File: config.mk
export PLATFORM = sky130hd
export DESIGN_NAME = backslash_escape_decoder_top
export DESIGN_NICKNAME = d
export VERILOG_FILES = /design/src/bsed_pkg.sv /design/src/backslash_escape_decoder_top.sv /design/src/bsed_decode.sv /design/src/bsed_out_buf.sv
export SDC_FILE = /design/constraint.sdc
export NUM_CORES = 1
export LEC_CHECK = 0
export ABC_AREA = 1
export BUFFER_PORTS_ARGS = -buffer_cell sky130_fd_sc_hd__buf_2
export CORE_AREA = 2 2 88 90
export CTS_BUF_LIST = sky130_fd_sc_hd__clkbuf_2
export CTS_CLUSTER_DIAMETER = 80
export DETAILED_ROUTE_END_ITERATION = 16
export DIE_AREA = 0 0 90 92
export GPL_TIMING_DRIVEN = 0
export PLACE_DENSITY_LB_ADDON = 0.15
export SLEW_MARGIN = 20
export SYNTH_ARGS = -nofsm -noshare
export SYNTH_HDL_FRONTEND = slang
export SYNTH_SLANG_ARGS = --single-unit
File: constraint.sdc
create_clock -name clk -period 4.8 [get_ports clk]
set_clock_uncertainty 0.1 [all_clocks]
set_input_delay 1.44 -clock clk [delete_from_list [all_inputs] [get_ports clk]]
set_output_delay 1.44 -clock clk [all_outputs]
set_load 0.03 [all_outputs]
File: src/bsed_pkg.sv
// types, codes and character constants shared by the backslash escape decoder
// no dependencies; compiled before every other file of the block
package bsed_pkg;

  // command codes of an input beat
  localparam logic [1:0] CMD_TEXT  = 2'd0;
  localparam logic [1:0] CMD_BREAK = 2'd1;
  localparam logic [1:0] CMD_END   = 2'd2;

  // configuration register indexes
  localparam logic REG_ESCAPES_ENABLED  = 1'b0;
  localparam logic REG_SUPPRESS_NEWLINE = 1'b1;

  // character constants
  localparam logic [7:0] CH_BACKSLASH = 8'h5C;
  localparam logic [7:0] CH_SPACE     = 8'h20;
  localparam logic [7:0] CH_NEWLINE   = 8'h0A;
  localparam logic [7:0] CH_ESC       = 8'h1B;
  localparam logic [7:0] CH_ZERO      = 8'h30;
  localparam logic [7:0] CH_LOWER_C   = 8'h63;

  // octal sequences end after this many digits
  localparam logic [1:0] OCTAL_MAX_DIGITS = 2'd3;

  typedef enum logic [1:0] {
    MODE_PLAIN,
    MODE_ESCAPE,
    MODE_OCTAL
  } mode_t;

  typedef struct packed {
    logic [1:0] command;
    logic [7:0] text_byte;
  } in_item_t;

  typedef struct packed {
    logic [7:0] out_byte;
    logic       has_byte;
    logic       end_of_echo;
    logic       last_of_run;
  } out_item_t;

  typedef struct packed {
    mode_t      decode_mode;
    logic [1:0] octal_digit_count;
    logic [7:0] octal_value;
    logic       output_stopped;
  } dec_state_t;

  localparam dec_state_t DEC_STATE_RESET = '{
    decode_mode:       MODE_PLAIN,
    octal_digit_count: 2'd0,
    octal_value:       8'd0,
    output_stopped:    1'b0
  };

  // map the byte after a backslash to its control byte; hit is low when unmapped
  function automatic logic [8:0] escape_map(input logic [7:0] b);
    logic [8:0] r;
    case (b)
      8'h61:        r = {1'b1, 8'd7};
      8'h62:        r = {1'b1, 8'd8};
      8'h65:        r = {1'b1, CH_ESC};
      8'h66:        r = {1'b1, 8'd12};
      8'h6E:        r = {1'b1, CH_NEWLINE};
      8'h72:        r = {1'b1, 8'd13};
      8'h74:        r = {1'b1, 8'd9};
      8'h76:        r = {1'b1, 8'd11};
      CH_BACKSLASH: r = {1'b1, CH_BACKSLASH};
      default:      r = {1'b0, 8'd0};
    endcase
    return r;
  endfunction

endpackage

File: src/backslash_escape_decoder_top.sv
// top level of the backslash escape decoder: state, configuration, handshakes
// depends on bsed_pkg, bsed_decode and bsed_out_buf
//
// Decodes echo argument text one beat at a time. An input beat is a text byte, an
// argument break or an end of command; each one yields zero, one or two result
// beats. Text streams at one beat per cycle while out_ready is high: the beat is
// decoded in the cycle it is accepted and its results land in a two-slot output
// buffer. A beat with two results (an unknown escape, a closed octal value and a
// byte, a break or end after a pending sequence) holds in_ready low while the
// second result drains. in_ready follows out_ready in the same cycle when only the
// output slot is full. The user must write configuration (escapes_enabled,
// suppress_newline) via cfg_we/cfg_index/cfg_data only while idle; not enforced.
module backslash_escape_decoder_top (
  input  logic                clk,
  input  logic                rst,
  input  logic                cfg_we,
  input  logic                cfg_index,
  input  logic                cfg_data,
  input  logic                in_valid,
  output logic                in_ready,
  input  bsed_pkg::in_item_t  in_data,
  output logic                out_valid,
  input  logic                out_ready,
  output bsed_pkg::out_item_t out_data
);
  import bsed_pkg::*;

  // configuration registers
  logic escapes_enabled;
  logic suppress_newline;

  // decoder state and next value
  dec_state_t st;
  dec_state_t st_next;

  logic [1:0] res_count;
  out_item_t  res0;
  out_item_t  res1;
  logic       in_accept;
  logic       space;

  assign in_ready  = space;
  assign in_accept = in_valid && in_ready;

  always_ff @(posedge clk) begin
    if (rst) begin
      escapes_enabled  <= 1'b0;
      suppress_newline <= 1'b0;
    end else if (cfg_we) begin
      case (cfg_index)
        REG_ESCAPES_ENABLED:  escapes_enabled  <= cfg_data;
        REG_SUPPRESS_NEWLINE: suppress_newline <= cfg_data;
        default: begin
        end
      endcase
    end
  end

  // state only moves on an accepted beat
  always_ff @(posedge clk) begin
    if (rst) begin
      st <= DEC_STATE_RESET;
    end else if (in_accept) begin
      st <= st_next;
    end
  end

  bsed_decode u_decode (
    .item             (in_data),
    .st               (st),
    .escapes_enabled  (escapes_enabled),
    .suppress_newline (suppress_newline),
    .st_next          (st_next),
    .res_count        (res_count),
    .res0             (res0),
    .res1             (res1)
  );

  bsed_out_buf u_out_buf (
    .clk        (clk),
    .rst        (rst),
    .push       (in_accept),
    .push_count (res_count),
    .push0      (res0),
    .push1      (res1),
    .space      (space),
    .out_valid  (out_valid),
    .out_ready  (out_ready),
    .out_data   (out_data)
  );

  // end of command leaves the decoder in its reset state
  a_end_clears_state: assert property (@(posedge clk) disable iff (rst)
    in_accept && in_data.command == CMD_END |=>
      st.decode_mode == MODE_PLAIN && !st.output_stopped &&
      st.octal_digit_count == 2'd0)
    else $error("decoder state not cleared after end of command");

  // the final beat of a command is also the last beat of its run
  a_end_is_last: assert property (@(posedge clk) disable iff (rst)
    out_valid && out_data.end_of_echo |-> out_data.last_of_run)
    else $error("end_of_echo without last_of_run");

  // an empty beat only closes a command
  a_empty_is_end: assert property (@(posedge clk) disable iff (rst)
    out_valid && !out_data.has_byte |-> out_data.end_of_echo && out_data.out_byte == 8'd0)
    else $error("empty result beat outside end of command");

  // a stalled output blocks new input
  a_stall_blocks_input: assert property (@(posedge clk) disable iff (rst)
    out_valid && !out_ready |-> !in_ready)
    else $error("input accepted while output stalled");

endmodule

File: src/bsed_decode.sv
// decode logic for one input beat: next state and up to two result beats
// depends on bsed_pkg
module bsed_decode (
  input  bsed_pkg::in_item_t   item,
  input  bsed_pkg::dec_state_t st,
  input  logic                 escapes_enabled,
  input  logic                 suppress_newline,
  output bsed_pkg::dec_state_t st_next,
  output logic [1:0]           res_count,
  output bsed_pkg::out_item_t  res0,
  output bsed_pkg::out_item_t  res1
);
  import bsed_pkg::*;

  logic [7:0] byt [2];
  logic [1:0] n;
  logic       pend_has;
  logic [7:0] pend_byte;
  logic       is_digit;
  logic [7:0] oct_acc;
  logic [8:0] esc;
  logic [7:0] b;

  always_comb begin
    b         = item.text_byte;
    n         = 2'd0;
    byt[0]    = 8'd0;
    byt[1]    = 8'd0;
    st_next   = st;
    pend_has  = (st.decode_mode == MODE_ESCAPE) || (st.decode_mode == MODE_OCTAL);
    pend_byte = (st.decode_mode == MODE_ESCAPE) ? CH_BACKSLASH : st.octal_value;
    is_digit  = (b[7:3] == CH_ZERO[7:3]);
    oct_acc   = {st.octal_value[4:0], b[2:0]};
    esc       = escape_map(b);

    case (item.command)
      CMD_END: begin
        if (!st.output_stopped) begin
          if (pend_has) begin
            byt[n[0]] = pend_byte;
            n = n + 2'd1;
          end
          if (!suppress_newline) begin
            byt[n[0]] = CH_NEWLINE;
            n = n + 2'd1;
          end
        end
        st_next = DEC_STATE_RESET;
      end
      CMD_BREAK: begin
        if (!st.output_stopped) begin
          if (pend_has) begin
            byt[n[0]] = pend_byte;
            n = n + 2'd1;
          end
          byt[n[0]] = CH_SPACE;
          n = n + 2'd1;
          st_next.decode_mode       = MODE_PLAIN;
          st_next.octal_digit_count = 2'd0;
          st_next.octal_value       = 8'd0;
        end
      end
      CMD_TEXT: begin
        if (!st.output_stopped) begin
          case (st.decode_mode)
            MODE_ESCAPE: begin
              st_next.decode_mode = MODE_PLAIN;
              if (esc[8]) begin
                byt[0] = esc[7:0];
                n = 2'd1;
              end else if (b == CH_LOWER_C) begin
                st_next.output_stopped = 1'b1;
              end else if (b == CH_ZERO) begin
                st_next.decode_mode       = MODE_OCTAL;
                st_next.octal_digit_count = 2'd0;
                st_next.octal_value       = 8'd0;
              end else begin
                // unknown sequence keeps the backslash
                byt[0] = CH_BACKSLASH;
                byt[1] = b;
                n = 2'd2;
              end
            end
            MODE_OCTAL: begin
              if (is_digit) begin
                if (st.octal_digit_count + 2'd1 == OCTAL_MAX_DIGITS) begin
                  byt[0] = oct_acc;
                  n = 2'd1;
                  st_next.decode_mode       = MODE_PLAIN;
                  st_next.octal_digit_count = 2'd0;
                  st_next.octal_value       = 8'd0;
                end else begin
                  st_next.octal_digit_count = st.octal_digit_count + 2'd1;
                  st_next.octal_value       = oct_acc;
                end
              end else begin
                // close the octal value, then handle the byte as in plain mode (a backslash may open an escape)
                byt[0] = st.octal_value;
                n = 2'd1;
                st_next.octal_digit_count = 2'd0;
                st_next.octal_value       = 8'd0;
                if (b == CH_BACKSLASH && escapes_enabled) begin
                  st_next.decode_mode = MODE_ESCAPE;
                end else begin
                  st_next.decode_mode = MODE_PLAIN;
                  byt[1] = b;
                  n = 2'd2;
                end
              end
            end
            default: begin
              if (b == CH_BACKSLASH && escapes_enabled) begin
                st_next.decode_mode = MODE_ESCAPE;
              end else begin
                st_next.decode_mode = MODE_PLAIN;
                byt[0] = b;
                n = 2'd1;
              end
            end
          endcase
        end
      end
      default: begin
      end
    endcase
  end

  // end of command always yields a beat, an empty one when nothing is due
  always_comb begin
    res0 = '0;
    res1 = '0;
    res_count = n;
    if (item.command == CMD_END && n == 2'd0) begin
      res_count = 2'd1;
      res0.end_of_echo = 1'b1;
      res0.last_of_run = 1'b1;
    end else begin
      res0.out_byte = byt[0];
      res0.has_byte = 1'b1;
      res1.out_byte = byt[1];
      res1.has_byte = 1'b1;
      if (n == 2'd1) begin
        res0.last_of_run = 1'b1;
        res0.end_of_echo = (item.command == CMD_END);
      end
      if (n == 2'd2) begin
        res1.last_of_run = 1'b1;
        res1.end_of_echo = (item.command == CMD_END);
      end
    end
  end

endmodule

File: src/bsed_out_buf.sv
// two-slot result buffer: slot 0 drives the output, slot 1 holds a second beat
// depends on bsed_pkg
module bsed_out_buf (
  input  logic                clk,
  input  logic                rst,
  input  logic                push,
  input  logic [1:0]          push_count,
  input  bsed_pkg::out_item_t push0,
  input  bsed_pkg::out_item_t push1,
  output logic                space,
  output logic                out_valid,
  input  logic                out_ready,
  output bsed_pkg::out_item_t out_data
);
  import bsed_pkg::*;

  out_item_t slot0;
  out_item_t slot1;
  logic      valid0;
  logic      valid1;
  logic      pop;

  assign pop       = valid0 && out_ready;
  assign space     = !valid1 && (!valid0 || out_ready);
  assign out_valid = valid0;
  assign out_data  = slot0;

  always_ff @(posedge clk) begin
    if (rst) begin
      valid0 <= 1'b0;
      valid1 <= 1'b0;
    end else if (push) begin
      valid0 <= (push_count != 2'd0);
      valid1 <= (push_count == 2'd2);
    end else if (pop) begin
      valid0 <= valid1;
      valid1 <= 1'b0;
    end
  end

  always_ff @(posedge clk) begin
    if (push) begin
      slot0 <= push0;
      slot1 <= push1;
    end else if (pop) begin
      slot0 <= slot1;
    end
  end

endmodule
# Word-level counts from Yosys, hierarchy flattened
# Index checks and enable logic that the tools add are counted.
# word_totals
elab_cells	152
regBits	39
output_inout_bits	13
in_bits	17
# classes
order_cmp	4
n_mux	69
bitwise	10
n_eq_ne	27
n_reduce_logical	23
add_sub_neg	3
# ops
cell	count
two-way mux 8 bit	13
one-hot mux 9 bit (9 select lines)	1
equality test 8 x 7 -> 1 bit, second input constant	10
two-way mux 16 bit	5
two-way mux 12 bit	4
one-hot mux 16 bit (3 select lines)	1
one-hot mux 12 bit (3 select lines)	1
two-way mux 2 bit	17
one-hot mux 8 bit (2 select lines)	2
two-way mux 13 bit	2
two-way mux 11 bit	2
one-hot mux 10 bit (2 select lines)	1
demux 8 bit (select 1 bit)	2
two-way mux 15 bit	1
bitwise AND 14 bit	1
NOT 14 bit	1
bitwise AND 12 bit	1
NOT 12 bit	1
equality test 2 bit, second input constant	5
two-way mux 1 bit	10
two-way mux 10 bit	1
two-way mux 9 bit	1
!= test 3 bit, second input constant	3
equality test 8 x 6 -> 1 bit, second input constant	1
other kinds (26)	49

# Longest topological paths before layout
# logic_depth
depth_word	17
ltp_mapped	15
ltp_nobuf	15

# By module
# From an unflattened synthesis, not the netlist that was laid out.
# hier_totals
hier_cells	446
area_unflattened_um2	3090.5
# modules_own_cells
module	seq_area_each_um2	area_each_um2	instances	cells_each
bsed_decode	0.0	1625.3	1	299
bsed_out_buf	700.7	924.6	1	77
backslash_escape_decoder_top	300.3	540.5	1	70

# Worst setup path before layout
# OpenSTA, ideal clock, no wires.
# synth_path
kind	input port to output port
start	input out_ready
end	output in_ready
n_path_buf	0
slack_ps	1426
cell_stages	2
arrival_ps	1834
required_time_ps	3260
path_cell_list	inv_1 -> a21oi_2
# synth_between
elab_chain_cells	2
# synth_rtl
element	line	rtl
start, declared	backslash_escape_decoder_top.sv:23	input logic out_ready,
logical OR 1 bit	bsed_out_buf.sv:24	assign space = !valid1 && (!valid0 || out_ready);
logical AND 1 bit	bsed_out_buf.sv:24	
end, declared	backslash_escape_decoder_top.sv:20	output logic in_ready,
# No other way between the ends.

# Worst setup path in the final report
# Same ends and word-level chain as after synthesis.

==> impl_metrics.env <==
export IMPL_avgViaCountPerCell=4.91
export IMPL_dr_pass1_iters=5
export IMPL_place_congestion=0.908
export IMPL_synth_area_um2=2520
export IMPL_ys_ff_latch=39
export IMPL_library_cells_used_by_synthesis=34
export IMPL_worst_hold_path_num_cells=2
export IMPL_critPathCaptureType="primary output"
export IMPL_first_global_vias=2209
export IMPL_maximum_number_of_pins_on_one_net_before_global_route_repair=21
export IMPL_path_common_cell="buf_2"
export IMPL_ff2ff_setup_slack_ns=2.39
export IMPL_area_growth_syn_to_layout_pct=12.5
export IMPL_r2r_start="st[11]"
export IMPL_detail_route_drc_violations=0
export IMPL_post_synth_top_area_cell="edfxtp_1"
export IMPL_synth_top_area_share=0.263
export IMPL_critical_path_required_ns=3.26
export IMPL_drv_slew=0
export IMPL_die_w_um=90
export IMPL_final_layout_setup_total_negative_slack_ns=0
export IMPL_grt_overflow_total=0
export IMPL_synth_top_cells_by_area="edfxtp_1 26%, dfxtp_1 14%, nand2_1 11%, inv_1 5.8%, nor2_1 5.2%"
export IMPL_status="complete, no violations"
export IMPL_fin_cells=480
export IMPL_floorplan_die_area_um2=8280
export IMPL_min_delay_path_class="reg2reg"
export IMPL_fp_coreArea_um2=7450
export IMPL_whs_endpoint="st[11]"
export IMPL_dieHeight_um=92
export IMPL_wire_length_per_cell_after_detailed_routing_um=13.6
export IMPL_total_power_draw_uw=771
export IMPL_tightest_slew_ns=0.882
export IMPL_hold_violations=0
export IMPL_rsz0062_at_grt="false"
export IMPL_critical_r2r_capture="u_out_buf.out_data[5]"
export IMPL_final_min_period_over_clock_period=0.720
export IMPL_max_fanout_on_critical_path=4
export IMPL_clk_pin_slew_worst_paths_ns=0.21
export IMPL_layout_nets=397
export IMPL_yosysSeqAreaShare=0.398
export IMPL_cts_hold_buffers=0
export IMPL_postRouteWirelength_um=6550
export IMPL_ir_drop_v=0.000126
export IMPL_first_pass_grt_wire_length_um=10800
export IMPL_clock_sinks=39
export IMPL_slew_headroom=0.408
export IMPL_post_route_cells_drive_above_1_share=0.209
export IMPL_postSynthCellCount=341
export IMPL_static_power_due_to_leakage_uw=0.00124
export IMPL_cts_buffers=5
export IMPL_p_per_cell_area_nw_per_um2=272
export IMPL_post_cts_resized=0
export IMPL_rows=32
export IMPL_initial_utilization=0.338
export IMPL_insertion_delay_ns=0.41
export IMPL_grt_util_all_layers=0.164
export IMPL_place_port_buffers=29
export IMPL_cts_root_buf="clkbuf_2"
export IMPL_timing_max_cap_violations=0
export IMPL_layout_cells_most_common_list="76 x nand2_1, 39 x inv_1, 35 x nor2_1"
export IMPL_achievable_frequency_mhz=289
export IMPL_fin_crit_ns=3.46
export IMPL_ctsLongestPathBuffers=2
export IMPL_path_cells="buf_2 > inv_1 > a21oi_2 > buf_2"
export IMPL_route_vias_total=2356
export IMPL_boundaryPins=30
export IMPL_timing_critical_path_from_type="input pin"
export IMPL_post_detailed_placement_half_perimeter_wirelength_um=5240
export IMPL_mostFrequentLayoutCell="nand2_1"
export IMPL_drt_initial_drc_count=152
export IMPL_arrival_ns=1.92
export IMPL_final_util=0.380
export IMPL_placedCellCount=472
export IMPL_reg2reg_depth=10
export IMPL_drtAntennaViolNets=0
export IMPL_postCtsSetupBuffers=0
export IMPL_syn_num_nets=361
export IMPL_yosysWarnings=0
export IMPL_post_route_worst_hold_slack_ns=0.399
export IMPL_setup_viol=0
export IMPL_number_of_antenna_violations_at_the_first_check_in_global_routing=0
export IMPL_critical_path_class="in2out"
export IMPL_postSynthAreaPerCell_um2=7.38
export IMPL_antennaDiodeCount=0
export IMPL_cts_tree="yes"
export IMPL_worstHoldStart="st[11]"
export IMPL_timing_critical_path_slowest_cell_delay_ns=0.21
export IMPL_h_tree_depth=2
export IMPL_crit_slowest_cell="buf_2"
## stage by stage
stage               instance area (um^2)  worst slack (ns)
detailed placement                  2790              1.33
global route                        2830              1.29
CTS                                 2830              1.33
floorplan                           2520              1.43
finish                              2830              1.34
global placement                    2790              1.33
## synthesized netlist by cell type
master,number
nor2_4,3
o31ai_1,2
dfxtp_1,17
nand3_4,1
ha_1,3
a22oi_1,1
a21oi_4,2
edfxtp_1,22
o22ai_1,3
nand4_1,1
nand3_1,19
a21oi_2,2
a21oi_1,26
o21ai_2,1
inv_2,7
o221ai_1,4
nand2_1,76
nor2_2,9
clkbuf_1,1
a211oi_1,6
nand3_2,5
buf_2,3
o21ai_1,1
o21bai_1,1
nor2_1,35
inv_1,39
nand2_4,2
nand2_2,7
o21ai_0,23
nor3_1,12
and3_1,1
o211ai_1,4
a31oi_1,1
buf_1,1
## registers in the layout, summed over array words and instances (netlist names)
| name | count |
|---|---|
| u_out_buf.valid1 | 1 |
| u_out_buf.out_valid | 1 |
| u_out_buf.out_data | 11 |
| escapes_enabled | 1 |
| st | 13 |
| u_out_buf.slot1 | 11 |
| suppress_newline | 1 |
## worst max-delay path by stage
stage                   start               endpoint  slack [ns]  cells past startpoint
floorplan           out_ready               in_ready        1.43                      2
global placement    out_ready  u_out_buf.out_data[5]        1.33                      6
finish              out_ready               in_ready        1.34                      4
detailed placement  out_ready               in_ready        1.33                      4
CTS                 out_ready               in_ready        1.33                      4
global route        out_ready               in_ready        1.29                      4
## cell type report
type | count | area [um^2]
Tap cell | 102 | 128
Clock buffer | 6 | 30.0
Fill cell | 821 | 4620
Sequential cell | 39 | 1000
Buffer | 5 | 22.5
Clock inverter | 2 | 12.5
Inverter | 46 | 173
Multi-Input combinational cell | 251 | 1320
Timing Repair Buffer | 29 | 145
## layer usage
metal	part of all wire	vias up	GRT usage
met1	0.45	1032	0.209
met3	0.050	19	0.0279
met5	0	-	0
li1	-	1222	-
met4	0.023	0	0.0590
met2	0.47	83	0.279
## critical path, delay by kind of cell
family	cells	cell delay [ns]
AO/OA/AOI/OAI	1	0.13
buffers and inverters	3	0.34
## power by group
| group | total, uW | internal, uW | switching [uW] |
|---|---|---|---|
| Combinational | 216 | 62.3 | 153 |
| Clock | 151 | 37.1 | 114 |
| Sequential | 404 | 390 | 14.3 |
| Total | 771 | 489 | 282 |
## logic make-up (layout without fill, tap and decap cells)
kind of cell	Yosys count	after routing	synth area share
AO/OA/AOI/OAI	77	77	0.188
AND/OR/NAND/NOR	171	171	0.321
adder cells (fa/ha/maj)	3	3	0.0149
buffers and inverters	51	88	0.0776
flip-flops	39	39	0.398
Power figures use the tool's default switching activity.
